`src/design/bts_pkg.sv`:
```
// Package of the bucketed tuple set: payload structs, codes, state type and widths.
// Used by every module of the block; depends on nothing.
package bts_pkg;

    localparam int NUM_BUCKETS_DEF = 256;
    localparam int CAPACITY_DEF    = 8;

    localparam int BUCKET_IN_W = 8;
    localparam int BKT_TABLE   = 2 ** BUCKET_IN_W;
    localparam int REGION_W    = 8;
    localparam int SUBREGION_W = 8;
    localparam int PARTICLE_W  = 20;
    localparam int KEY_W       = REGION_W + SUBREGION_W + PARTICLE_W;
    localparam int OUT_CNT_W   = 4;

    typedef enum logic [1:0] {
        KIND_ERASE         = 2'd0,
        KIND_INSERT_UNIQUE = 2'd1,
        KIND_INSERT_FAST   = 2'd2,
        KIND_NONE          = 2'd3
    } op_kind_t;

    typedef enum logic [1:0] {
        ST_DONE         = 2'd0,
        ST_PRESENT      = 2'd1,
        ST_FULL         = 2'd2,
        ST_NONE_ERASED  = 2'd3
    } status_t;

    typedef struct packed {
        op_kind_t                kind;
        logic [BUCKET_IN_W-1:0]  bucket;
        logic [REGION_W-1:0]     region;
        logic [SUBREGION_W-1:0]  subregion;
        logic [PARTICLE_W-1:0]   particle;
    } in_item_t;

    typedef struct packed {
        status_t                status;
        logic [OUT_CNT_W-1:0]   removed;
        logic [OUT_CNT_W-1:0]   count_after;
    } out_item_t;

    typedef enum logic [2:0] {
        S_IDLE,
        S_COUNT,
        S_SCAN,
        S_APPEND,
        S_FINISH
    } state_t;

    function automatic int idx_width(input int depth);
        return (depth > 1) ? $clog2(depth) : 1;
    endfunction

endpackage

```
`src/design/bts_count_store.sv`:
```
// Bucket count memory with a clearing sweep after reset.
// Depends on bts_pkg for the width helper.
module bts_count_store #(
    parameter int NUM_BUCKETS = bts_pkg::NUM_BUCKETS_DEF,
    parameter int CAPACITY    = bts_pkg::CAPACITY_DEF
) (
    input  logic                                      aclk,
    input  logic                                      aresetn,
    input  logic                                      we,
    input  logic [bts_pkg::idx_width(NUM_BUCKETS)-1:0] waddr,
    input  logic [$clog2(CAPACITY+1)-1:0]             wdata,
    input  logic [bts_pkg::idx_width(NUM_BUCKETS)-1:0] raddr,
    output logic [$clog2(CAPACITY+1)-1:0]             rdata,
    output logic                                      clear_busy
);
    import bts_pkg::*;

    localparam int BKT_W = idx_width(NUM_BUCKETS);
    localparam int CNT_W = $clog2(CAPACITY + 1);

    logic [CNT_W-1:0] mem [NUM_BUCKETS];
    logic [CNT_W-1:0] rdata_reg;
    logic             clear_reg;
    logic             clear_next;
    logic [BKT_W-1:0] clr_addr_reg;
    logic [BKT_W-1:0] clr_addr_next;
    logic             mem_we;
    logic [BKT_W-1:0] mem_waddr;
    logic [CNT_W-1:0] mem_wdata;

    always_comb begin
        clear_next    = clear_reg;
        clr_addr_next = clr_addr_reg;
        if (clear_reg) begin
            if (clr_addr_reg == BKT_W'(NUM_BUCKETS - 1)) begin
                clear_next = 1'b0;
            end else begin
                clr_addr_next = clr_addr_reg + BKT_W'(1);
            end
        end
        mem_we    = clear_reg || we;
        mem_waddr = clear_reg ? clr_addr_reg : waddr;
        mem_wdata = clear_reg ? '0 : wdata;
    end

    always_ff @(posedge aclk) begin
        if (!aresetn) begin
            clear_reg    <= 1'b1;
            clr_addr_reg <= '0;
        end else begin
            clear_reg    <= clear_next;
            clr_addr_reg <= clr_addr_next;
        end
    end

    always_ff @(posedge aclk) begin
        if (mem_we) begin
            mem[mem_waddr] <= mem_wdata;
        end
        rdata_reg <= mem[raddr];
    end

    assign rdata      = rdata_reg;
    assign clear_busy = clear_reg;

endmodule

```
`config.mk`:
```
export PLATFORM = sky130hd
export DESIGN_NAME = bts_count_store
export DESIGN_NICKNAME = d
export VERILOG_FILES = /design/src/design/bts_pkg.sv /design/src/design/bts_count_store.sv
export SDC_FILE = /design/constraint.sdc
export NUM_CORES = 1
export LEC_CHECK = 0
export CAP_MARGIN = 20
export CELL_PAD_IN_SITES_DETAIL_PLACEMENT = 0
export CELL_PAD_IN_SITES_GLOBAL_PLACEMENT = 1
export CORE_UTILIZATION = 50
export DETAILED_ROUTE_END_ITERATION = 6
export DONT_BUFFER_PORTS = 1
export PLACE_DENSITY = 0.76
export SYNTH_ARGS = -nofsm -noshare
export SYNTH_HDL_FRONTEND = slang
export SYNTH_SLANG_ARGS = --single-unit
```
`constraint.sdc`:
```
create_clock -name aclk -period 9.93 [get_ports aclk]
set_input_delay 0.4965 -clock aclk [delete_from_list [all_inputs] [get_ports aclk]]
set_output_delay 0.4965 -clock aclk [all_outputs]
set_load 0.01 [all_outputs]
```
==> Yosys cells after proc, flatten, opt, wreduce, memory -nomap -nowiden <==
Memory sizes are Yosys's and may differ from the RTL's. A register that Yosys moved wholly into a read port is not among the register bits.
Index checks and enable logic that the tools add are counted.
{ "totals": {"regBits": 9, "ramBits": 1024, "mem_bits_ro": 0, "mem_count": 1, "input_bits": 23, "latch_bits": 0, "elab_cells": 14} }
{ "mem_list": {"columns": ["name", "words", "width", "rd", "rd_clocked_by_memory_dff", "write_ports", "line", "text"], "rows": [
  ["mem", 256, 4, 1, 1, 1, "bts_count_store.sv:21", "logic [CNT_W-1:0] mem [NUM_BUCKETS];"]
]} }
{ "op_classes": {"div_mod_pow": 0, "n_addsub": 1, "shift": 0, "mul": 0, "muxes": 6, "n_bitwise": 1, "n_reduce_logical": 2, "eq_ne": 1, "n_lt_le_gt_ge": 0} }
{ "op_table": {"columns": ["operator", "count"], "rows": [
  ["8-bit by 1-bit adder with 8-bit output (second input constant)", 1],
  ["8-bit equality test (second input constant)", 1],
  ["8-bit two-way mux", 1],
  ["1-bit two-way mux", 4],
  ["4-bit two-way mux", 1],
  ["2-bit AND reduction", 1],
  ["1-bit logical OR", 1],
  ["1-bit inverter", 1]
]} }

==> Longest topological paths before layout <==
{ "logic_depth": {"depth_word": 3, "mapped_depth": 11} }

==> Worst setup path before layout <==
OpenSTA, ideal clock, no wires.
{ "synth_path": {"path_kind": "register -> register", "from": "register clear_reg, in the netlist clear_busy", "to": "memory mem[0][0] in the netlist's numbering (data pin)", "setup_ns": 1.446, "stages_incl_launch_ff": 4, "path_slack_ns": 1.524, "arrival_ns": 6.960, "period_less_slack_ns": 8.406, "required_time_ns": 8.484, "path_cell_list": "dfxtp_1 -> clkbuf_1 -> clkbuf_1 -> nor2b_1"} }
{ "synth_between": {"elab_chain_cells": 1} }
{ "synth_lines": {"columns": ["element", "line", "text"], "rows": [
  ["from (decl)", "bts_count_store.sv:23", "logic clear_reg;"],
  ["from (signal assigned)", "bts_count_store.sv:51", "clear_reg <= clear_next;"],
  ["4-bit two-way mux", "bts_count_store.sv:43", "mem_wdata = clear_reg ? '0 : wdata;"],
  ["via mem_wdata[0]", "bts_count_store.sv:29", "logic [CNT_W-1:0] mem_wdata;"],
  ["to (decl)", "bts_count_store.sv:21", null]
]} }
The timed path passes the listed nets, and every way through them passes these cells.

==> Final worst setup path <==
{ "layout_path": {"from": "register clear_reg, in the netlist clear_busy", "to": "memory mem[180][3] in the netlist's numbering, enable pin"} }
{ "layout_between": {"elab_chain_cells": 3, "elab_cells_between_ends": 4, "classes_between": "mux: 3; reduce/logical: 1"} }
{ "layout_lines": {"columns": ["element", "line", "text"], "rows": [
  ["1-bit logical OR", "bts_count_store.sv:41", "mem_we = clear_reg || we;"],
  ["1-bit two-way mux", "bts_count_store.sv:57", "if (mem_we) begin"],
  ["1-bit two-way mux (not written as such)", "bts_count_store.sv:58", "mem[mem_waddr] <= mem_wdata;"]
]} }
Parallel ways exist; a longest one is shown, timed or not.

==> impl_metrics.ini <==
[clock_tree]
clock_sinks = 1037
cts_buffers = 103
path_clk_slew_ns = 0.06
post_cts_resized = 0
clk_latency_ns = 0.67
cts_tree = yes
cts_root_buf = clkbuf_16
postCtsSetupBuffers = 0
max-clock-path-buffers = 3
h-tree-depth = 3

[yosys]
syn_nets = 2228
synthFlopType = edfxtp_1
synth.cell_area_sq_um = 41100
synth-warning-count = 0
synthCells = 2204
ys_ff_latch = 1037
syn-mean-instance-area_sq_um = 18.7
ys_seq_area_frac = 0.754
synth-edff-count = 1024
synth.distinct_cells = 43
synthArstFlopShare = 0

[critical_path]
end_kind = flip-flop
crit_fanout = 16
rrSetupSlack_ns = 6.61
worstPathArrival_ns = 3.61
start_kind = flip-flop
setup.worst_path.start = clear_busy
worst-endpoint-required_ns = 10.22
r2r-start = clear_busy
critPathKind = flip-flop to flip-flop

[power_and_ir_drop]
ir_drop_mv = 0.134
leakage_nw = 14.4
power_density_nw_per_um2 = 199

[sta]
setup-tns-final_ns = 0
period_share = 0.334
worst_pin_slew_ns = 1.12
finalWorstSetupSlack_ns = 6.61
setup_viol = 0
hold_viol_final = 0
fin_skew_ns = 0.0222
max_freq_mhz = 301
rsz0062_at_grt = no
period_needed_ns = 3.32
drv_slew = 0
slew_headroom = 0.244

[die]
die_area_sq_um = 83400
boundaryPins = 28
die_w_um = 289
core_area_sq_um = 80900
rows = 104
start_util = 0.508
die_h_um = 289

[grt]
grt_max_degree = 300
grt_use_total = 0.235
grt_pass1_vias = 21102
grt_pass1_wl_um = 141000
grt_overflow_total = 0
antenna_found_initial = 0

[route]
drtPass1Iterations = 5
drc = 0
drt_iter0_markers = 2267
wl_per_cell_um = 28.6
ant_nets = 0
vias_per_cell = 6.27
vias = 20998
wl_um = 95900

[finish]
final_cell_mix = 1024 x edfxtp_1, 279 x nor2_1, 201 x mux4_2
area_growth_pct = 11.1
largest_reg_flops = 1024
multi_input_area_sq_um = 9500
drive_gt1_frac = 0.185
nets = 2223
fill_cells = 5996
final_common_cell = edfxtp_1
seqCellArea_sq_um = 31000

[placement]
io_buffer_count = 0
dp_worst_setup_slack_ns = 6.67
gp_congestion = 0.834
dp_hpwl_um = 56100

[outcome]
run_status = complete, no violations

[flow_run]
maxCapViolCount = 0

[min_path]
hold_path_class = primary input to flip-flop
hp-start = raddr[7]
-- logic make-up (layout without fill, tap and decap cells) --
group / Yosys count / in the layout / synth area share
xor+xnor: 6 / 6 / 0.00128
compound gates: 238 / 238 / 0.0410
simple gates: 444 / 444 / 0.0448
buf+inv: 148 / 232 / 0.0164
flops: 1037 / 1037 / 0.754
fa+ha+maj: 1 / 1 / 0.000304
other cells: 0 / 2 / 0
mux: 330 / 330 / 0.142
-- per-stage QoR --
stage               utilization  instance area, sq um  std cells  power (mW)  hold slack (ns)
floorplan                     -                 41100       2204        5.08            0.504
global placement          0.520                 42100       3151        5.11            0.557
detailed placement        0.520                 42100       3151        5.11            0.565
CTS                       0.564                 45700       3346        9.14            0.232
global route              0.565                 45700       3348        9.32            0.239
finish                    0.565                 45700       3350        9.10            0.246
-- power breakdown --
group	internal (mW)	leakage, nW	switching (mW)	total (mW)
Sequential	4.74	9.60	0.0123	4.76
Combinational	0.132	3.06	0.136	0.268
Clock	2.45	1.72	1.63	4.08
Total	7.32	14.4	1.78	9.10
-- critical path, stage by stage (launching register included) --
cell and delay (ns):
dfxtp_1 0.45, nand2b_1 0.24, o21ai_1 0.64, nand3_2 0.96, nor2_1 0.66
-- timing repair --
item	in CTS	in global routing
hold buffers	1	0
endpoints found under the hold margin	9	0
endpoints found under the setup margin	0	0
-- synth_stat cells, drive strengths merged (2+ instances only) --
cell	count	area (sq um)
inv	11	41.3
o21ai	26	130
edfxtp	1024	30700
mux2	21	236
buf	57	334
o22ai	38	238
a32o	4	40.0
o21bai	3	22.5
a211oi	21	158
o32ai	3	26.3
nand3b	5	37.5
a22o	8	70.1
o221ai	52	455
dfxtp	13	260
mux2i	108	1080
nand4	2	12.5
a221oi	3	26.3
nor2	279	1050
nand3	38	190
clkbuf	80	300
nor2b	10	62.6
nor3	6	30.0
nand2	76	285
a31oi	4	25.0
mux4	201	4530
or2	5	31.3
nor4	3	18.8
xnor2	6	52.6
a21oi	32	160
and2	7	43.8
or3	3	18.8
nand2b	9	56.3
a22oi	40	300
-- routing by layer --
metal  up-vias  part of all wire  track usage
met5         -                 0            0
met4         0             0.035       0.0834
met3       166             0.094       0.0577
met2       993              0.47        0.360
met1     10898              0.41        0.330
li1       8941                 -            -
-- final timing paths --
check                    end  cells after the start
max              mem[180][3]                      4
min                 rdata[0]                      4
max reg2reg      mem[180][3]                      4
min reg2reg  clr_addr_reg[1]                      2
-- final cells by class --
cell class	instances	area share
sequential	1037	0.678
multi-input combinational	1019	0.208
clock buffer	128	0.0605
tap	1060	0.0290
clock inverter	66	0.0178
timing repair buffer	27	0.00531
inverter	11	0.000903
antenna	2	0.000110
Note: power is estimated with default switching activity, not from simulation.
