**config.mk**
```make
export PLATFORM = sky130hd
export DESIGN_NAME = bts_ctrl
export DESIGN_NICKNAME = d
export VERILOG_FILES = /design/src/design/bts_pkg.sv /design/src/design/bts_ctrl.sv
export SDC_FILE = /design/constraint.sdc
export NUM_CORES = 1
export LEC_CHECK = 0
export ABC_AREA = 0
export BUFFER_PORTS_ARGS = -buffer_cell sky130_fd_sc_hd__buf_2
export CAP_MARGIN = 25
export CORE_MARGIN = 8
export CORE_UTILIZATION = 49
export CTS_BUF_LIST = sky130_fd_sc_hd__clkbuf_8
export DETAILED_ROUTE_END_ITERATION = 7
export PLACE_DENSITY = 0.8
export REMOVE_ABC_BUFFERS = 1
export SKIP_LAST_GASP = 1
export SYNTH_ARGS = -nofsm -noshare
export SYNTH_HDL_FRONTEND = slang
export SYNTH_SLANG_ARGS = --single-unit
```
**constraint.sdc**
```tcl
create_clock -name aclk -period 2.8 [get_ports aclk]
set_clock_uncertainty 0.05 [all_clocks]
set_input_delay 0.56 -clock aclk [delete_from_list [all_inputs] [get_ports aclk]]
set_output_delay 0.56 -clock aclk [all_outputs]
set_load 0.01 [all_outputs]
```
**src/design/bts_pkg.sv**
```systemverilog
// Package of the bucketed tuple set: payload structs, codes, state type and widths.
// Used by every module of the block; depends on nothing.
package bts_pkg;

    localparam int NUM_BUCKETS_DEF = 256;
    localparam int CAPACITY_DEF    = 8;

    localparam int BUCKET_IN_W = 8;
    localparam int BKT_TABLE   = 2 ** BUCKET_IN_W;
    localparam int REGION_W    = 8;
    localparam int SUBREGION_W = 8;
    localparam int PARTICLE_W  = 20;
    localparam int KEY_W       = REGION_W + SUBREGION_W + PARTICLE_W;
    localparam int OUT_CNT_W   = 4;

    typedef enum logic [1:0] {
        KIND_ERASE         = 2'd0,
        KIND_INSERT_UNIQUE = 2'd1,
        KIND_INSERT_FAST   = 2'd2,
        KIND_NONE          = 2'd3
    } op_kind_t;

    typedef enum logic [1:0] {
        ST_DONE         = 2'd0,
        ST_PRESENT      = 2'd1,
        ST_FULL         = 2'd2,
        ST_NONE_ERASED  = 2'd3
    } status_t;

    typedef struct packed {
        op_kind_t                kind;
        logic [BUCKET_IN_W-1:0]  bucket;
        logic [REGION_W-1:0]     region;
        logic [SUBREGION_W-1:0]  subregion;
        logic [PARTICLE_W-1:0]   particle;
    } in_item_t;

    typedef struct packed {
        status_t                status;
        logic [OUT_CNT_W-1:0]   removed;
        logic [OUT_CNT_W-1:0]   count_after;
    } out_item_t;

    typedef enum logic [2:0] {
        S_IDLE,
        S_COUNT,
        S_SCAN,
        S_APPEND,
        S_FINISH
    } state_t;

    function automatic int idx_width(input int depth);
        return (depth > 1) ? $clog2(depth) : 1;
    endfunction

endpackage

```
**src/design/bts_ctrl.sv**
```systemverilog
// Sequencer of the bucketed tuple set: reads a bucket's count, walks its entries,
// compacts or appends, writes the count back and holds the result register.
// Depends on bts_pkg.
module bts_ctrl #(
    parameter int NUM_BUCKETS = bts_pkg::NUM_BUCKETS_DEF,
    parameter int CAPACITY    = bts_pkg::CAPACITY_DEF
) (
    input  logic                       aclk,
    input  logic                       aresetn,
    input  logic                       s_valid,
    output logic                       s_ready,
    input  bts_pkg::in_item_t          s_data,
    output logic                       m_valid,
    input  logic                       m_ready,
    output bts_pkg::out_item_t         m_data,
    input  logic                       clear_busy,
    output logic [bts_pkg::idx_width(NUM_BUCKETS)-1:0] cnt_raddr,
    input  logic [$clog2(CAPACITY+1)-1:0]              cnt_rdata,
    output logic                                       cnt_we,
    output logic [bts_pkg::idx_width(NUM_BUCKETS)-1:0] cnt_waddr,
    output logic [$clog2(CAPACITY+1)-1:0]              cnt_wdata,
    output logic [bts_pkg::idx_width(NUM_BUCKETS)+bts_pkg::idx_width(CAPACITY)-1:0] ent_raddr,
    input  logic [bts_pkg::KEY_W-1:0]                  ent_rdata,
    output logic                                       ent_we,
    output logic [bts_pkg::idx_width(NUM_BUCKETS)+bts_pkg::idx_width(CAPACITY)-1:0] ent_waddr,
    output logic [bts_pkg::KEY_W-1:0]                  ent_wdata
);
    import bts_pkg::*;

    localparam int BKT_W  = idx_width(NUM_BUCKETS);
    localparam int SLOT_W = idx_width(CAPACITY);
    localparam int CNT_W  = $clog2(CAPACITY + 1);

    logic [BKT_W-1:0] bkt_map [BKT_TABLE];

    for (genvar i = 0; i < BKT_TABLE; i++) begin : g_bkt_map
        assign bkt_map[i] = BKT_W'(i % NUM_BUCKETS);
    end

    state_t           state_reg, state_next;
    op_kind_t         kind_reg, kind_next;
    logic [BKT_W-1:0] bkt_reg, bkt_next;
    logic [KEY_W-1:0] key_reg, key_next;
    logic [CNT_W-1:0] n_reg, n_next;
    logic [CNT_W-1:0] rd_reg, rd_next;
    logic [CNT_W-1:0] wr_reg, wr_next;
    logic [CNT_W-1:0] removed_reg, removed_next;
    status_t          status_reg, status_next;
    logic             out_valid_reg, out_valid_next;
    out_item_t        out_data_reg, out_data_next;

    logic             accept;
    logic             match;
    logic [CNT_W-1:0] rd_inc;
    logic [CNT_W-1:0] wr_after;
    logic [CNT_W-1:0] removed_after;
    logic             out_free;

    assign accept        = s_valid && s_ready;
    assign match         = (ent_rdata == key_reg);
    assign rd_inc        = rd_reg + CNT_W'(1);
    assign wr_after      = match ? wr_reg : wr_reg + CNT_W'(1);
    assign removed_after = match ? removed_reg + CNT_W'(1) : removed_reg;
    assign out_free      = !out_valid_reg || m_ready;

    always_comb begin
        state_next     = state_reg;
        kind_next      = kind_reg;
        bkt_next       = bkt_reg;
        key_next       = key_reg;
        n_next         = n_reg;
        rd_next        = rd_reg;
        wr_next        = wr_reg;
        removed_next   = removed_reg;
        status_next    = status_reg;
        out_valid_next = out_valid_reg && !m_ready;
        out_data_next  = out_data_reg;
        s_ready        = 1'b0;
        cnt_raddr      = bkt_map[s_data.bucket];
        cnt_we         = 1'b0;
        cnt_waddr      = bkt_reg;
        cnt_wdata      = n_reg;
        ent_raddr      = {bkt_reg, rd_inc[SLOT_W-1:0]};
        ent_we         = 1'b0;
        ent_waddr      = {bkt_reg, wr_reg[SLOT_W-1:0]};
        ent_wdata      = ent_rdata;

        unique case (state_reg)
            S_IDLE: begin
                s_ready = !clear_busy;
                if (accept) begin
                    kind_next  = s_data.kind;
                    bkt_next   = bkt_map[s_data.bucket];
                    key_next   = {s_data.region, s_data.subregion, s_data.particle};
                    state_next = S_COUNT;
                end
            end
            S_COUNT: begin
                n_next       = cnt_rdata;
                rd_next      = '0;
                wr_next      = '0;
                removed_next = '0;
                status_next  = ST_DONE;
                ent_raddr    = {bkt_reg, {SLOT_W{1'b0}}};
                unique case (kind_reg)
                    KIND_ERASE: begin
                        if (cnt_rdata == '0) begin
                            status_next = ST_NONE_ERASED;
                            state_next  = S_FINISH;
                        end else begin
                            state_next = S_SCAN;
                        end
                    end
                    KIND_INSERT_UNIQUE: begin
                        state_next = (cnt_rdata == '0) ? S_APPEND : S_SCAN;
                    end
                    KIND_INSERT_FAST: begin
                        state_next = S_APPEND;
                    end
                    KIND_NONE: begin
                        status_next = ST_NONE_ERASED;
                        state_next  = S_FINISH;
                    end
                endcase
            end
            S_SCAN: begin
                rd_next = rd_inc;
                if (kind_reg == KIND_ERASE) begin
                    ent_we       = !match;
                    wr_next      = wr_after;
                    removed_next = removed_after;
                    if (rd_inc == n_reg) begin
                        n_next      = wr_after;
                        status_next = (removed_after != '0) ? ST_DONE : ST_NONE_ERASED;
                        state_next  = S_FINISH;
                    end
                end else begin
                    priority if (match) begin
                        status_next = ST_PRESENT;
                        state_next  = S_FINISH;
                    end else if (rd_inc == n_reg) begin
                        state_next = S_APPEND;
                    end else begin
                        state_next = S_SCAN;
                    end
                end
            end
            S_APPEND: begin
                if (n_reg == CNT_W'(CAPACITY)) begin
                    status_next = ST_FULL;
                end else begin
                    ent_we      = 1'b1;
                    ent_waddr   = {bkt_reg, n_reg[SLOT_W-1:0]};
                    ent_wdata   = key_reg;
                    n_next      = n_reg + CNT_W'(1);
                    status_next = ST_DONE;
                end
                state_next = S_FINISH;
            end
            S_FINISH: begin
                cnt_we = 1'b1;
                if (out_free) begin
                    out_valid_next            = 1'b1;
                    out_data_next.status      = status_reg;
                    out_data_next.removed     = OUT_CNT_W'(removed_reg);
                    out_data_next.count_after = OUT_CNT_W'(n_reg);
                    state_next                = S_IDLE;
                end
            end
            default: begin
                state_next = S_IDLE;
            end
        endcase
    end

    always_ff @(posedge aclk) begin
        if (!aresetn) begin
            state_reg     <= S_IDLE;
            out_valid_reg <= 1'b0;
        end else begin
            state_reg     <= state_next;
            out_valid_reg <= out_valid_next;
        end
    end

    always_ff @(posedge aclk) begin
        kind_reg     <= kind_next;
        bkt_reg      <= bkt_next;
        key_reg      <= key_next;
        n_reg        <= n_next;
        rd_reg       <= rd_next;
        wr_reg       <= wr_next;
        removed_reg  <= removed_next;
        status_reg   <= status_next;
        out_data_reg <= out_data_next;
    end

    assign m_valid = out_valid_reg;
    assign m_data  = out_data_reg;

endmodule

```
* Word level (Yosys, flattened, before mapping)
Memory sizes are Yosys's and may differ from the RTL's. Cells that the tools add are included.
Operators by class: $add $sub $neg 4, magnitude comparators 1, eq/ne operators 17, muxes and demuxes 43, bitwise gates (word level) 1, reductions and logical operators 19
Operator list (count):
- two-way mux 36 bit | 2
- == test 36 bit | 1
- two-way mux 4 bit | 7
- two-way mux 3 bit | 9
- case mux 4 bit (2 select lines) | 3
- adder 4 x 1 -> 4 bit, second input constant | 4
- two-way mux 8 bit | 2
- case mux 3 bit (5 select lines) | 1
- two-way mux 2 bit | 6
- case mux 3 bit (4 select lines) | 1
- case mux 4 bit (3 select lines) | 1
- != test 2 bit, second input constant | 5
- >= comparator 9 bit, second input constant | 1
- NOT 8 -> 9 bit | 1
- two-way mux 1 bit | 8
- == test 3 x 2 -> 1 bit, second input constant | 2
- != test 3 bit, second input constant | 2
- case mux 2 bit (3 select lines) | 1
- AND reduction 2 bit | 3
- AND reduction 3 bit | 2
- == test 2 bit, second input constant | 2
- == test 4 bit | 1
- == test 4 bit, second input constant | 1
- zero test 1 bit | 4
- other kinds (14) | 15
Storage, ports and cells: register bits after elaboration 78, ROM bits 2048, input bits 91, memories 1
Memories:
- (name not given) | words 256, bits a word 8, rd ports 1, clocked after memory_dff 0, write ports 0, RTL line bts_ctrl.sv:93 | bkt_next = bkt_map[s_data.bucket];

* Longest topological paths before layout
Gate-level depths: netlist of the first run.
depth in word-level cells 7, mapped depth 9, depth with buffers taken out 7

* Worst setup path after synthesis of the first run
No wires, ideal clock.
path kind register to register, from reg state_reg[0], to reg bkt_reg[0], in the netlist cnt_waddr[0] (enable), library setup time 0.408 ns, arrival time 2.226 ns, path slack 0.117 ns, cell stages (with the launch flop) 4, path buffers 1, clock period less this slack 2.683 ns, cells stage by stage dfxtp_1 -> clkbuf_1 -> nor4_1 -> and2_1
On the way: longest elaborated chain between the ends 4
RTL lines:
- start, declared | RTL line bts_ctrl.sv:40 | state_t state_reg, state_next;
- start signal, assigned | RTL line bts_ctrl.sv:181 | state_reg <= state_next;
- zero test 3 bit | RTL line bts_ctrl.sv:88 | unique case (state_reg)
- two-way mux 1 bit | RTL line bts_ctrl.sv:88
- net s_ready | RTL line bts_ctrl.sv:11 | output logic s_ready,
- logical AND 1 bit | RTL line bts_ctrl.sv:59 | assign accept = s_valid && s_ready;
- AND reduction 2 bit (no line)
- end, declared | RTL line bts_ctrl.sv:42 | logic [BKT_W-1:0] bkt_reg, bkt_next;
The timed path passes the listed nets, and every way through them passes these cells. A chain may end at the register's enable or synchronous reset.

* Worst setup path in the final report of the first run
from reg key_reg[14], to out ent_we
On the way: longest elaborated chain between the ends 4
RTL lines:
- start, declared | RTL line bts_ctrl.sv:43 | logic [KEY_W-1:0] key_reg, key_next;
- start signal, assigned | RTL line bts_ctrl.sv:189 | key_reg <= key_next;
- == test 36 bit | RTL line bts_ctrl.sv:60 | assign match = (ent_rdata == key_reg);
- zero test 1 bit | RTL line bts_ctrl.sv:129 | ent_we = !match;
- two-way mux 1 bit | RTL line bts_ctrl.sv:128 | if (kind_reg == KIND_ERASE) begin
- case mux 1 bit (2 select lines) | RTL line bts_ctrl.sv:88
- end, declared | RTL line bts_ctrl.sv:24 | output logic ent_we,
Every way passes these cells.

==> results of run 1 <==
-- critical path, stage by stage (launching register included) --
cell      delay (ps)
edfxtp_1         430
xor2_1           200
nor4_2           330
nand4_1          240
nor3_4           200
o21ai_0          160
buf_2            170
-- through the flow --
| step | worst slack [ps] | cell area [sq um] | hold slack [ps] | util |
|---|---|---|---|---|
| floorplan | -105 | 3940 | 350 | - |
| global placement | 145 | 5120 | 360 | 0.599 |
| detailed placement | 149 | 5120 | 364 | 0.599 |
| CTS | 18.4 | 5330 | 308 | 0.624 |
| global route | -19.6 | 5390 | 305 | 0.630 |
| finish | 104 | 5390 | 324 | 0.630 |
-- logic make-up (layout without fill, tap and decap cells) --
logic type / count (synthesis) / count (layout)
AO/OA/AOI/OAI: 34 / 34
XOR/XNOR: 50 / 50
adder cells (fa/ha/maj): 8 / 8
buffers and inverters: 43 / 222
flip-flops: 78 / 78
multiplexers: 39 / 39
AND/OR/NAND/NOR: 82 / 82
-- Yosys cell counts, drive strengths merged, types with 2 or more instances --
| cell type | number |
|---|---|
| a21oi | 7 |
| nor3 | 6 |
| clkbuf | 3 |
| dfxtp | 4 |
| nor4 | 15 |
| a31oi | 5 |
| nand3 | 8 |
| inv | 6 |
| mux2 | 36 |
| mux2i | 3 |
| nor2b | 3 |
| o21a | 3 |
| ha | 8 |
| nand2 | 13 |
| xor2 | 41 |
| and2 | 5 |
| buf | 34 |
| nor2 | 19 |
| and3b | 2 |
| edfxtp | 74 |
| o21ai | 13 |
| nand2b | 3 |
| xnor2 | 9 |
-- power breakdown --
group,total (mW),internal (mW),switching (mW)
clock network,0.825,0.404,0.421
registers,1.46,1.39,0.0638
logic,0.603,0.273,0.330
total,2.88,2.07,0.814
-- per-layer routing --
metal | part of all wire | wire (um) | GRT usage | up-vias
li1 | - | - | - | 1544
met1 | 0.35 | 3900 | 0.185 | 1524
met2 | 0.53 | 5830 | 0.337 | 147
met3 | 0.11 | 1190 | 0.0810 | 13
met4 | 0.016 | 174 | 0.0753 | 0
met5 | 0 | 0 | 0.00420 | -
-- final cells by class --
| class | instances | area [sq um] |
|---|---|---|
| fillers | 679 | 3160 |
| flip-flops and latches | 78 | 2300 |
| multi-input cells | 213 | 1650 |
| repair buffers | 200 | 1080 |
| well taps | 108 | 135 |
| clock buffers | 9 | 124 |
| clock inverters | 7 | 65.1 |
| inverters | 6 | 22.5 |
-- how the worst max path moves through the flow --
stage                            from      endpoint  cells after the start
3_3_place_gp            ent_rdata[14]        ent_we                      7
5_1_grt         key_reg[13]$_DFFE_PP_        ent_we                      7
2_1_floorplan  cnt_wdata[0]$_DFFE_PP_  ent_wdata[0]                      6
4_1_cts         key_reg[13]$_DFFE_PP_        ent_we                      6
6_report        key_reg[14]$_DFFE_PP_        ent_we                      6
3_5_place_dp            ent_rdata[14]        ent_we                      7
-- timing repair --
item                       in CTS  in global routing
hold endpoints to repair        0                  0
setup endpoints to repair      37                 37
pin swaps                       0                  2
cloned                          0                  0
gates resized for setup         5                  8
setup buffers                   0                  2
==> metrics.md, run 1 <==
| Metric | Value |
|---|---|
| Cts bufs inserted | `9` |
| Number of enable flip-flop cells after synthesis | `74` |
| PortBufs | `182` |
| Routability cong. | `0.848` |
| CTS tree | `yes` |
| Fmax achieved | `371 MHz` |
| Vias in the first global route | `3436` |
| Max_slew headroom | `0.524` |
| Setup TNS | `0 ps` |
| Clock root buffer | `clkbuf_8` |
| Hold Path End | `key_reg[27]$_DFFE_PP_` |
| Io pins | `183` |
| Die X | `109 um` |
| R2r setup slk | `270 ps` |
| Max reg flops | `36` |
| Fin nets | `607` |
| Power Density | `535 nW/um^2` |
| Synth top area cells | `edfxtp_1 53%, mux2_2 9.6%, xor2_1 8.5%` |
| Crit. End Element | `output pin` |
| Largest family of logic cells by synthesized area | `simple AND/OR/NAND/NOR gates` |
| Global-route wire length before repair | `17.0 mm` |
| CP arrival | `2090 ps` |
| Commonest non-fill, non-tap cell in the layout | `buf_2` |
| Via/cell ratio | `5.20` |
| Worst-path clk slew | `90 ps` |
| DRT Wirelength | `11.1 mm` |
| Mux contribution to synthesized area | `0.103` |
| Largest net degree at the start of global routing | `47` |
| Tot GR Track Use | `0.187` |
| Worst hold stages | `1` |
| Post-route minimum period | `2700 ps` |
| Synth Area in Compound Gates | `0.0481` |
| Reg-to-Reg End | `cnt_wdata[3]$_DFFE_PP_` |
| RSZ-0062 raised after global routing | `yes` |
| Area leader, netlist | `edfxtp_1` |
| Initial antenna violation count | `0` |
| Top_reg_cell synth | `edfxtp_1` |
| Die Ht | `109 um` |
| Mean Syn Cell Area | `12.6 sq um` |
| Max-cap violation count | `0` |
| Worst R2R Path Depth | `7` |
| CP Data Required Time | `2190 ps` |
| Synthesis-to-finish area growth | `27.7%` |
| Router iterations before antenna repair | `4` |
| Starting density of the core | `0.493` |
| Hold buffer count at CTS | `0` |
| DR vias | `3228` |
| Synthesis-stage register bit count | `78` |
| Starting DRC count in detailed routing | `210` |
| Min-Delay Path Class | `in -> reg` |
| Core area | `8550 sq um` |
| IR drop worst, VDD | `0.000324 V` |
| Routed wire per std cell | `17.9 um` |
| Kind of critical path | `reg -> out` |
| Commonest cells after routing, fill and taps aside | `182 x buf_2, 74 x edfxtp_1, 41 x xor2_1, 36 x mux2_2, 18 x nor2_1` |
| Pins Over Slew Limit | `0` |
| Seq/Total Area, Yosys | `0.546` |
| Post-Synth XOR/XNOR Area | `0.104` |
| Fin. Hold Viols | `0` |
| Grt total ovfl | `0` |
| Synthesis Warnings | `0` |
| Leak pwr | `2.28 nW` |
| Full die area | `11800 sq um` |
| Residual DRC | `0` |
| Tot Pwr | `2.88 mW` |
| Clk buf depth | `2` |
| Status | `finished, final reports clean` |
| Antenna viol nets, final | `0` |
| Post-Syn Area | `4220 sq um` |
| HP Start | `s_data[27]` |
| Clk sinks | `78` |
| Adder-cell area share of the yosys netlist | `0.0237` |
| Hpwl dp | `8.92 mm` |
| CP Launch Type | `register` |
| Slew @ Worst Pin | `708 ps` |
| Share of the synthesized area in the top cell type | `0.527` |
| N_diodes | `0` |
| RR Startpoint | `rd_reg[0]$_SDFFCE_PN0P_` |
| # H-tree levels | `3` |
| Endpoints failing setup | `0` |
| Crit-path max FO | `3` |
| Post-Layout Cell Count | `621` |
| Skew-Pair Late Insertion Delay | `360 ps` |
| Synth Area in Simple Gates | `0.105` |
| Layout cells sized above 1 | `0.509` |
| Rows | `34` |
| Cell count after synthesis | `334` |
| Netlist cell types | `43` |
| Crit share post-route | `0.963` |
| Post-synth ARST share | `0` |
| Placed insts | `603` |
No activity file was read; power rests on OpenSTA's default activity.
==> inputs of run 2 (changes only) <==
--- a/config.mk
+++ b/config.mk
@@ -8,7 +8,6 @@
 export ABC_AREA = 0
 export BUFFER_PORTS_ARGS = -buffer_cell sky130_fd_sc_hd__buf_2
 export CAP_MARGIN = 25
-export CORE_MARGIN = 8
 export CORE_UTILIZATION = 49
 export CTS_BUF_LIST = sky130_fd_sc_hd__clkbuf_8
 export DETAILED_ROUTE_END_ITERATION = 7
==> metrics.md, run 2 (synthesized netlist as in run 1, its figures left out) <==
| Metric | Value |
|---|---|
| Delay-heaviest family, CP | `buffers and inverters` |
| Clock root buffer | `clkbuf_8` |
| Endpoints failing setup | `0` |
| Placed cell area | `5100 sq um` |
| DRT Wirelength | `9.58 mm` |
| Max reg flops | `36` |
| Rows | `33` |
| Starting DRC count in detailed routing | `108` |
| Starting density of the core | `0.511` |
| Finished layout cell area | `5360 sq um` |
| Tot Pwr | `2.89 mW` |
| Crit. End Element | `output pin` |
| Initial antenna violation count | `0` |
| Fin nets | `605` |
| Pins Over Slew Limit | `0` |
| Seq. cell area | `2300 sq um` |
| Synthesis-to-finish area growth | `27.1%` |
| Cts bufs inserted | `9` |
| Crit share post-route | `0.966` |
| Routed wire per std cell | `15.5 um` |
| CTS tree | `yes` |
| Worst-path clk slew | `80 ps` |
| Die X | `94.8 um` |
| CP Launch Type | `register` |
| Layout cells sized above 1 | `0.509` |
| Commonest non-fill, non-tap cell in the layout | `buf_2` |
| Io pins | `183` |
| Fmax achieved | `370 MHz` |
| P_sw | `811 uW` |
| Sequential power share | `0.506` |
| Clk buf depth | `2` |
| Status | `finished, final reports clean` |
| RSZ-0062 raised after global routing | `yes` |
| Commonest cells after routing, fill and taps aside | `182 x buf_2, 74 x edfxtp_1, 41 x xor2_1, 36 x mux2_2, 18 x nor2_1` |
| Post-Layout Cell Count | `616` |
| Leak pwr | `2.27 nW` |
| Hold Path End | `key_reg[27]$_DFFE_PP_` |
| RR Startpoint | `key_reg[7]$_DFFE_PP_` |
| Post-route minimum period | `2700 ps` |
| Met3 WL post-DR | `744 um` |
| Router iterations before antenna repair | `4` |
| Largest stage delay, worst path | `390 ps` |
| Skew-Pair Late Insertion Delay | `350 ps` |
| CP arrival | `2090 ps` |
| Antenna viol nets, final | `0` |
| Hpwl dp | `7.35 mm` |
| HP Start | `s_data[27]` |
| Crit path buf inv count | `3` |
| CP Data Required Time | `2190 ps` |
| Clk pwr share | `0.291` |
| Critical path's slowest cell | `edfxtp_1` |
| Worst R2R Path Depth | `8` |
| Met2 Wirelength | `4.86 mm` |
| Die Ht | `94.8 um` |
| Area of the multi-input gates | `1650 sq um` |
| Global-route wire length before repair | `14.1 mm` |
| Max_slew headroom | `0.579` |
| Full die area | `8980 sq um` |
| R2r setup slk | `330 ps` |
| Slew @ Worst Pin | `626 ps` |
| IR drop worst, VDD | `0.000356 V` |
| PortBufs | `182` |
| Residual DRC | `0` |
| Switching Share | `0.281` |
| Tot GR Track Use | `0.212` |
| Crit path cell chain | `inv_1 -> ha_1 -> nand2_1 -> nor2_2 -> or2_2 -> buf_12 -> mux2_2 -> buf_2` |
| Vias in the first global route | `2938` |
| Hold buffer count at CTS | `0` |
| Fin. Hold Viols | `0` |
| Reg-to-Reg End | `cnt_wdata[2]$_DFFE_PP_` |
| Min-Delay Path Class | `in -> reg` |
| Worst hold stages | `1` |
| Comb power frac | `0.204` |
| Routability cong. | `0.902` |
| Largest net degree at the start of global routing | `47` |
| Clk sinks | `78` |
| Crit-path max FO | `26` |
| N_diodes | `0` |
| CP startpoint | `cnt_wdata[0]$_DFFE_PP_` |
| Via/cell ratio | `5.21` |
| # H-tree levels | `3` |
| Kind of critical path | `reg -> out` |
| M1 WL | `3.65 mm` |
| Placed insts | `597` |
| Grt total ovfl | `0` |
| DR vias | `3210` |
| Fillers | `657` |
| Int Pwr | `2.07 mW` |
| Top routing layer in use | `met4` |
| Core area | `8260 sq um` |
| Max-cap violation count | `0` |
| Power Density | `538 nW/um^2` |
==> run 2: worst max path at each step <==
| stage | end | slack, ps | cells past startpoint |
|---|---|---|---|
| finish | ent_wdata[7] | 100 | 8 |
| global route | ent_wdata[28] | -20 | 8 |
| CTS | ent_wdata[10] | -5 | 8 |
| detailed placement | ent_we | 170 | 7 |
| global placement | ent_we | 210 | 7 |
| floorplan | ent_wdata[0] | -110 | 6 |
==> run 2: repair_timing <==
action                                  4_1_cts  5_1_grt
resized for setup                             2        7
pin swaps                                     0        3
endpoints found under the setup margin       21       38
buffers inserted                              0        3
==> run 2: worst register-to-register path, stage by stage (launching register included) <==
cell	delay, ps
edfxtp_1	420
xor2_1	190
nor4_2	310
nand4_1	260
buf_4	220
buf_4	130
o31ai_1	230
xor2_1	270
o21ai_0	140
==> run 2: final cells by class <==
cell class,instances,area share
Clock buffer,9,0.0231
Clock inverter,7,0.0138
Sequential cell,78,0.430
Tap cell,105,0.0245
Inverter,6,0.00420
Timing Repair Buffer,198,0.198
Multi-Input combinational cell,213,0.307
==> run 2: stage by stage <==
step / utilization / setup WS, ps / hold WS (ps) / TNS (ps)
global route: 0.649 / -21.7 / 305 / -333
detailed placement: 0.617 / 171 / 370 / 0
global placement: 0.617 / 214 / 367 / 0
floorplan: - / -105 / 350 / -3830
CTS: 0.642 / -5.47 / 310 / -8.86
finish: 0.649 / 95.1 / 327 / 0
==> run 2: metal layers <==
| metal | up-vias | GRT usage |
|---|---|---|
| met5 | - | 0 |
| met4 | 0 | 0.111 |
| met3 | 23 | 0.0539 |
| met2 | 167 | 0.351 |
| met1 | 1474 | 0.253 |
| li1 | 1546 | - |
==> run 2: power groups by stage <==
| stage | logic [mW] | clock network, mW | registers, mW |
|---|---|---|---|
| floorplan | 0.297 | 0 | 1.50 |
| global placement | 0.564 | 0 | 1.48 |
| detailed placement | 0.579 | 0 | 1.48 |
| CTS | 0.582 | 0.856 | 1.46 |
| global route | 0.647 | 0.895 | 1.47 |
| finish | 0.587 | 0.839 | 1.46 |
==> inputs of run 3 (changes only) <==
--- a/config.mk
+++ b/config.mk
@@ -11,6 +11,7 @@
 export CORE_UTILIZATION = 49
 export CTS_BUF_LIST = sky130_fd_sc_hd__clkbuf_8
 export DETAILED_ROUTE_END_ITERATION = 7
+export GPL_TIMING_DRIVEN = 0
 export PLACE_DENSITY = 0.8
 export REMOVE_ABC_BUFFERS = 1
 export SKIP_LAST_GASP = 1
==> metrics.md, run 3 (synthesized netlist as in run 1, its figures left out) <==
| Metric | Value |
|---|---|
| Status | `finished, final reports clean` |
| Core area | `8260 sq um` |
| Pins Over Slew Limit | `0` |
| Io pins | `183` |
| RR Startpoint | `rd_reg[0]$_SDFFCE_PN0P_` |
| Hpwl dp | `7.35 mm` |
| Sequential power share | `0.501` |
| Antenna viol nets, final | `0` |
| Die X | `94.8 um` |
| Critical path's slowest cell | `edfxtp_1` |
| Initial antenna violation count | `0` |
| Tot GR Track Use | `0.221` |
| Die Ht | `94.8 um` |
| Kind of critical path | `reg -> out` |
| Largest stage delay, worst path | `420 ps` |
| Residual DRC | `0` |
| Switching Share | `0.271` |
| Fin. Hold Viols | `0` |
| Comb power frac | `0.196` |
| P_sw | `798 uW` |
| Clock root buffer | `clkbuf_8` |
| Global-route wire length before repair | `14.7 mm` |
| Grt total ovfl | `0` |
| Crit share post-route | `0.966` |
| Rows | `33` |
| Commonest non-fill, non-tap cell in the layout | `buf_2` |
| CP startpoint | `cnt_wdata[1]$_DFFE_PP_` |
| Full die area | `8980 sq um` |
| Crit path cell chain | `inv_1 -> ha_1 -> nand2_1 -> nor2_4 -> or2_4 -> buf_16 -> mux2_2 -> buf_2` |
| Endpoints failing setup | `0` |
| DRT Wirelength | `9.95 mm` |
| Placed insts | `586` |
| Power Density | `549 nW/um^2` |
| CP Data Required Time | `2190 ps` |
| Skew-Pair Late Insertion Delay | `350 ps` |
| Fmax achieved | `370 MHz` |
| Via/cell ratio | `5.23` |
| Worst-path clk slew | `80 ps` |
| CP endpoint | `ent_wdata[15]` |
| # H-tree levels | `3` |
| Slew @ Worst Pin | `928 ps` |
| Max_slew headroom | `0.380` |
| Clk buf depth | `2` |
| Reg-to-Reg End | `cnt_wdata[3]$_DFFE_PP_` |
| Layout cells sized above 1 | `0.506` |
| Min-Delay Path Class | `in -> reg` |
| CP arrival | `2090 ps` |
| Hold buffer count at CTS | `0` |
| Commonest cells after routing, fill and taps aside | `182 x buf_2, 74 x edfxtp_1, 41 x xor2_1, 36 x mux2_2, 18 x nor2_1` |
| CTS tree | `yes` |
| Clk sinks | `78` |
| Fin nets | `601` |
| Tot Pwr | `2.95 mW` |
| N_diodes | `0` |
| Leak pwr | `2.27 nW` |
| Routability cong. | `0.871` |
| IR drop worst, VDD | `0.000331 V` |
| Synthesis-to-finish area growth | `27.2%` |
| DR vias | `3195` |
| Post-Layout Cell Count | `611` |
| Max-cap violation count | `0` |
| Largest net degree at the start of global routing | `43` |
| Routed wire per std cell | `16.3 um` |
| Starting DRC count in detailed routing | `112` |
| CP Launch Type | `register` |
| PortBufs | `182` |
| Int Pwr | `2.15 mW` |
| Vias in the first global route | `3102` |
| Fillers | `654` |
| Starting density of the core | `0.511` |
| Crit-path max FO | `20` |
| Clk pwr share | `0.303` |
| Router iterations before antenna repair | `7` |
| Post-route minimum period | `2700 ps` |
| Max reg flops | `36` |
| Worst R2R Path Depth | `6` |
| Cts bufs inserted | `9` |
| R2r setup slk | `250 ps` |
| WHS | `332 ps` |
| Crit. End Element | `output pin` |
==> run 3: routing by layer <==
layer	track usage	vias up	part of all wire	routed length, um
li1	-	1528	-	-
met1	0.241	1494	0.38	3740
met2	0.392	153	0.52	5160
met3	0.0725	20	0.084	839
met4	0.0947	0	0.021	208
met5	0	-	0	0
==> run 3: cell type report <==
type,count,area (sq um),area share
sequential,78,2310,0.430
multi-input combinational,214,1660,0.310
timing repair buffer,193,1040,0.194
tap,105,131,0.0245
clock buffer,9,124,0.0231
clock inverter,6,78.8,0.0147
inverter,6,22.5,0.00420
==> run 3: worst max-delay path, delay by kind of cell, from the launching register on <==
family        cells  cell delay, ps
simple gates      3             430
mux               1             340
fa+ha+maj         1             140
buf+inv           3             410
flops             1             420
==> run 3: timing repair <==
| item | CTS | global route |
|---|---|---|
| buffers inserted | 6 | 3 |
| cloned | 1 | 0 |
| gates resized for setup | 7 | 7 |
| setup endpoints to repair | 44 | 44 |
| pin swaps | 3 | 2 |
==> run 3: worst min path at each step <==
| stage | from | endpoint | slack, ps | cells past startpoint |
|---|---|---|---|---|
| finish | s_data[27] | key_reg[27]$_DFFE_PP_ | 330 | 1 |
| global placement | status_reg[0]$_DFFE_PP_ | m_data[8]$_DFFE_PP_ | 350 | 0 |
| detailed placement | status_reg[0]$_DFFE_PP_ | m_data[8]$_DFFE_PP_ | 360 | 0 |
| CTS | s_data[27] | key_reg[27]$_DFFE_PP_ | 320 | 1 |
| global route | s_data[27] | key_reg[27]$_DFFE_PP_ | 310 | 1 |
| floorplan | status_reg[0]$_DFFE_PP_ | m_data[8]$_DFFE_PP_ | 350 | 0 |
==> run 3: through the flow <==
stage / util / instance area [sq um] / setup TNS, ps / setup WS (ps)
final: 0.650 / 5370 / 0 / 96.3
after floorplan: - / 3940 / -3830 / -105
after detailed placement: 0.610 / 5030 / -6150 / -275
after global routing: 0.650 / 5370 / -6.01 / -6.01
after global placement: 0.604 / 4980 / -32210 / -710
after CTS: 0.644 / 5320 / 0 / 4.22
==> run 3: power by group through the flow <==
stage	clock [mW]	sequential, mW	combinational, mW
2_1_floorplan	0	1.50	0.297
3_3_place_gp	0	1.50	0.519
3_5_place_dp	0	1.50	0.546
4_1_cts	0.901	1.47	0.569
5_1_grt	0.948	1.48	0.637
6_report	0.893	1.47	0.578
